<file path="config.mk">
export PLATFORM = sky130hd
export DESIGN_NAME = e2dv_cordic
export DESIGN_NICKNAME = d
export VERILOG_FILES = /design/src/hdl/e2dv_pkg.sv /design/src/hdl/e2dv_cordic.sv
export SDC_FILE = /design/constraint.sdc
export NUM_CORES = 2
export LEC_CHECK = 0
export BUFFER_PORTS_ARGS = -buffer_cell sky130_fd_sc_hd__buf_2
export CAP_MARGIN = 20
export CORE_ASPECT_RATIO = 0.9
export CORE_MARGIN = 10
export CORE_UTILIZATION = 60
export CTS_BUF_LIST = sky130_fd_sc_hd__clkbuf_8
export CTS_CLUSTER_DIAMETER = 200
export CTS_CLUSTER_SIZE = 30
export DETAILED_ROUTE_END_ITERATION = 8
export PLACE_DENSITY = 0.74
export SLEW_MARGIN = 25
export SYNTH_ARGS = -nofsm -noshare
export SYNTH_HDL_FRONTEND = slang
export SYNTH_SLANG_ARGS = --single-unit
export TNS_END_PERCENT = 1
</file>
<file path="constraint.sdc">
create_clock -name clk -period 11.5 [get_ports clk]
set_input_delay 0 -clock clk [delete_from_list [all_inputs] [get_ports clk]]
set_output_delay 0 -clock clk [all_outputs]
set_load 0.01 [all_outputs]
</file>
<file path="src/hdl/e2dv_pkg.sv">
// ---------------------------------------------------------------------------
// e2dv_pkg
// shared types, constants and the cordic arctangent table
// ---------------------------------------------------------------------------
`default_nettype none
package e2dv_pkg;

    localparam int ANGLE_W  = 16;
    localparam int COMP_W   = 16;
    localparam int Q_W      = 34;
    localparam int ATAN_ENTRIES = 24;

    typedef logic signed [Q_W-1:0] q30_t;

    localparam q30_t GAIN_Q30    = 34'sd652032874;
    localparam q30_t HALF_PI_Q30 = 34'sd1686629713;
    localparam q30_t PI_Q30      = 34'sd3373259426;

    function automatic q30_t atan_q30(input logic [4:0] idx);
        q30_t r;
        case (idx)
            5'd0:  r = 34'sd843314856;
            5'd1:  r = 34'sd497837829;
            5'd2:  r = 34'sd263043836;
            5'd3:  r = 34'sd133525158;
            5'd4:  r = 34'sd67021686;
            5'd5:  r = 34'sd33543515;
            5'd6:  r = 34'sd16775850;
            5'd7:  r = 34'sd8388437;
            5'd8:  r = 34'sd4194282;
            5'd9:  r = 34'sd2097149;
            5'd10: r = 34'sd1048575;
            5'd11: r = 34'sd524287;
            5'd12: r = 34'sd262143;
            5'd13: r = 34'sd131071;
            5'd14: r = 34'sd65535;
            5'd15: r = 34'sd32767;
            5'd16: r = 34'sd16383;
            5'd17: r = 34'sd8191;
            5'd18: r = 34'sd4095;
            5'd19: r = 34'sd2047;
            5'd20: r = 34'sd1023;
            5'd21: r = 34'sd511;
            5'd22: r = 34'sd255;
            5'd23: r = 34'sd127;
            default: r = '0;
        endcase
        return r;
    endfunction

    // product of two q30 values, rounded back to q30
    function automatic q30_t mul_q30(input q30_t a, input q30_t b);
        logic signed [2*Q_W-1:0] p;
        p = a * b + (68'sd1 <<< 29);
        return q30_t'(p >>> 30);
    endfunction

    function automatic logic signed [COMP_W-1:0] to_q14(input logic signed [Q_W:0] v);
        logic signed [Q_W:0] r;
        r = (v + 35'sd32768) >>> 16;
        if (r > 35'sd16384)
            r = 35'sd16384;
        if (r < -35'sd16384)
            r = -35'sd16384;
        return r[COMP_W-1:0];
    endfunction

endpackage
`default_nettype wire

</file>
<file path="src/hdl/e2dv_cordic.sv">
// ---------------------------------------------------------------------------
// e2dv_cordic
// pipelined rotation-mode cordic, one stage per iteration, with stall
// ---------------------------------------------------------------------------
`default_nettype none
module e2dv_cordic #(
    parameter int ITER = 14
) (
    input  wire                          clk,
    input  wire                          rst_n,
    input  wire                          en,
    input  wire signed [e2dv_pkg::ANGLE_W-1:0] angle,
    output logic signed [e2dv_pkg::Q_W-1:0]    sin_out,
    output logic signed [e2dv_pkg::Q_W-1:0]    cos_out
);
    import e2dv_pkg::*;

    localparam int N = (ITER > ATAN_ENTRIES) ? ATAN_ENTRIES : ITER;

    q30_t x_reg [0:N];
    q30_t y_reg [0:N];
    q30_t z_reg [0:N];
    logic flip_reg [0:N];

    q30_t z0;
    q30_t z_in;
    logic flip_in;

    always_comb
    begin
        z0 = q30_t'(angle) <<< 17;
        flip_in = 1'b0;
        z_in = z0;
        if (z0 > HALF_PI_Q30)
        begin
            z_in = z0 - PI_Q30;
            flip_in = 1'b1;
        end
        else if (z0 < -HALF_PI_Q30)
        begin
            z_in = z0 + PI_Q30;
            flip_in = 1'b1;
        end
    end

    always_ff @(posedge clk)
    begin
        if (en)
        begin
            x_reg[0] <= GAIN_Q30;
            y_reg[0] <= '0;
            z_reg[0] <= z_in;
            flip_reg[0] <= flip_in;
        end
    end

    for (genvar i = 0; i < N; i++)
    begin : g_iter
        always_ff @(posedge clk)
        begin
            if (en)
            begin
                flip_reg[i+1] <= flip_reg[i];
                if (!z_reg[i][Q_W-1])
                begin
                    x_reg[i+1] <= x_reg[i] - (y_reg[i] >>> i);
                    y_reg[i+1] <= y_reg[i] + (x_reg[i] >>> i);
                    z_reg[i+1] <= z_reg[i] - atan_q30(5'(i));
                end
                else
                begin
                    x_reg[i+1] <= x_reg[i] + (y_reg[i] >>> i);
                    y_reg[i+1] <= y_reg[i] - (x_reg[i] >>> i);
                    z_reg[i+1] <= z_reg[i] + atan_q30(5'(i));
                end
            end
        end
    end

    assign sin_out = flip_reg[N] ? -y_reg[N] : y_reg[N];
    assign cos_out = flip_reg[N] ? -x_reg[N] : x_reg[N];

    logic unused;
    assign unused = rst_n ^ (^z_reg[N]);

endmodule
`default_nettype wire

</file>
==> results.ini <==
[detailed_routing]
drt-met1-wl_um = 119100
dr.pass1.iters = 6
dr_wl_met2_um = 128400
ant_nets = 0
dr_wl_met3_um = 13030
drc_errors = 0
routed_wl_um = 270700
wl_per_cell_um = 19.46
initialDrtViolationCount = 6765
route.vias.total = 86200
via_per_inst = 6.196
routed.top_layer = met5

[clock_tree]
cts_tree = yes
clkLatencyLatePin_ps = 880
clockBufferDepth = 3
post_cts_resized = 0
clk_pin_slew_worst_paths_ps = 190
h-tree-depth = 2
cts.sinks = 1288
root_buffer = clkbuf_8
cts_buffers = 48

[sta]
min_period_over_period = 0.5089
setup_viol = 0
hold_viol_final = 0
fmax_mhz = 170.9
fin_skew_ps = 33.29
worst_pin_slew_ps = 1016
max_slew_margin = 0.3184
slew_violations = 0
setup_tns_ps = 0
period_minus_slack_ps = 5852
grt_setup_unrepaired = no
worst_slack_ps = 5648

[synth]
synth_edf_count = 1288
synth_nets = 12750
yosysUniqueCellTypes = 106
synth_seq_cells = 1288
synth-simple-area-share = 0.1292
synth_warnings = 0
synthAdderAreaFrac = 0.1466
seq_area_frac_synth = 0.3514
synth_largest_area_cell = edfxtp_1
synth_top_family_by_area = compound AO/OA/AOI/OAI gates
synth_top_area_share = 0.3514
synthArstFlopShare = 0
syn_avg_cell_area_sq_um = 9.605
muxShareOfSynthArea = 0.006627
synth_xor_area_frac = 0.1333
netlist_instances = 11460
synth-main-ff-cell = edfxtp_1
synth_area_leaders = edfxtp_1 (35%), ha_1 (14%), xnor2_1 (9.1%), a21oi_1 (5.2%), a21o_1 (4.3%)
synthesis.area_sq_mm = 0.1101
synth_compound_area_frac = 0.2090

[critical_path]
crit_type = reg2reg
cp_slowest_cell = or4_1
cpPeakStageDelay_ps = 610
path_cells = or4_1 -> nor4_1 -> nand2b_1 -> or4_1 -> nor3_1 -> a21oi_1 -> xor2_1 -> ha_1 -> a21oi_1 -> o21ai_1 -> a31o_1 -> a2111oi_0 -> nor2_1 -> a41o_1 -> a221o_1 -> a21oi_1 -> xnor2_1
worstPathRequired_ps = 12130
arrival_ps = 6480
cp-start-kind = register
crit_fanout = 6
crit_top_cell = a21oi_1
regToRegSetupSlack_ps = 5650
worstSetupEndpointType = register

[run_status]
status = finished, final reports clean

[grt]
grt_pass1_vias = 82460
antenna_found_initial = 16
overflow = 0
grt.total_usage = 0.2599
grt_start_max_net_pins = 172
grt_pass1_wl_um = 434700

[floorplan]
core_area_sq_mm = 0.1829
dieArea_sq_mm = 0.2010
io_pins = 87
die_w_um = 471.5
start_util = 0.6019
fp.dieH_um = 426.3
rows = 149

[finish]
drive_gt1_frac = 0.02950
fillers = 15200
seq_area_sq_mm = 0.03868
multi_input_area_sq_mm = 0.06877
largest_reg_flops = 443
flow.area_growth_from_synthesis_pct = 3.838
layout.nets = 12770

[placed_design]
hpwlAfterDp_um = 215500
place_ws_ps = 5483
portBuffers = 85
routabilityCongestion = 0.9595

[hold_path]
hp-class = in2reg

[run]
drv_cap = 0

## layout make-up
type	count	share of cell area
clock buffer	49	0.005900
inverter	492	0.01616
tap	2416	0.02645
multi-input combinational	9485	0.6016
timing repair buffer	174	0.01121
sequential	1288	0.3384
antenna	4	0.00008757
clock inverter	3	0.0001642
## cells in the final DEF, fill, tap and decap left out, types with 244 or more instances in the layout
cell type | netlist | routed
ha_1 | 1227 | 1227
nor3_1 | 244 | 244
edfxtp_1 | 1288 | 1288
nand2_1 | 619 | 618
inv_1 | 486 | 482
nor2_1 | 833 | 833
o21ai_0 | 601 | 601
a21oi_1 | 1135 | 1135
xor2_1 | 533 | 533
a21o_1 | 633 | 633
xnor2_1 | 1139 | 1139
## per-stage QoR
stage	hold slack [ps]	instance area [sq um]	utilization	instances
2_1_floorplan	112.5	110100	-	11460
3_3_place_gp	303.0	113100	0.6186	13810
3_5_place_dp	327.5	113100	0.6186	13810
4_1_cts	32.55	114300	0.6249	13910
5_1_grt	155.6	114300	0.6249	13910
6_report	163.0	114300	0.6250	13910
## cell families after synthesis
kind of cell,Yosys count
flip-flops,1288
AND/OR/NAND/NOR,2878
multiplexers,70
XOR/XNOR,1673
AO/OA/AOI/OAI,3598
adder cells (fa/ha/maj),1266
buffers and inverters,687
## critical path: cells and delay by family, from the launching register on
kind                     cells  cell delay, ps
AND/OR/NAND/NOR              6            2200
AO/OA/AOI/OAI                8            2030
flip-flops                   1             540
XOR/XNOR                     2             470
adder cells (fa/ha/maj)      1             370
## synthesized netlist by cell type, drive strengths merged (23+ instances only)
library cell and number:
edfxtp 1288, ha 1227, xnor2 1139, a21oi 1137
nor2 833, o21ai 657, a21o 633, nand2 619
xor2 534, inv 488, nor3 246, nand2b 194
nand3 188, o21bai 169, o21a 153, clkbuf 152
nor2b 149, o31ai 141, or3 109, and3 105
a211oi 102, a31oi 98, nand4 77, or2 74
o41ai 66, and2 64, nor4 61, a21boi 51
mux2i 47, buf 42, o211ai 42, fa 39
or4 39, a211o 32, a31o 32, nand3b 32
o2111ai 25, mux2 23
## metal layers
layer  GRT usage  up-vias
met2      0.4529     2336
met1      0.3410    40750
met5           0        -
li1            -    42610
met3     0.02252      488
met4     0.08619        6
## worst paths after layout
path                        from              to  depth (start not counted)
hold / removal                en    z_reg[3][33]                          2
setup reg to reg    y_reg[3][15]    x_reg[3][67]                         17
setup / recovery    y_reg[3][15]    x_reg[3][67]                         17
hold reg to reg   flip_reg[0][7]  flip_reg[1][0]                          0
## timing repair
item                                   CTS  global route
endpoints found under the hold margin  300             0
hold buffers                            46             0
buffers inserted                         0             0
Power is not shown: default switching activity piles up to over one toggle a cycle in this logic, so the estimate is an artifact.
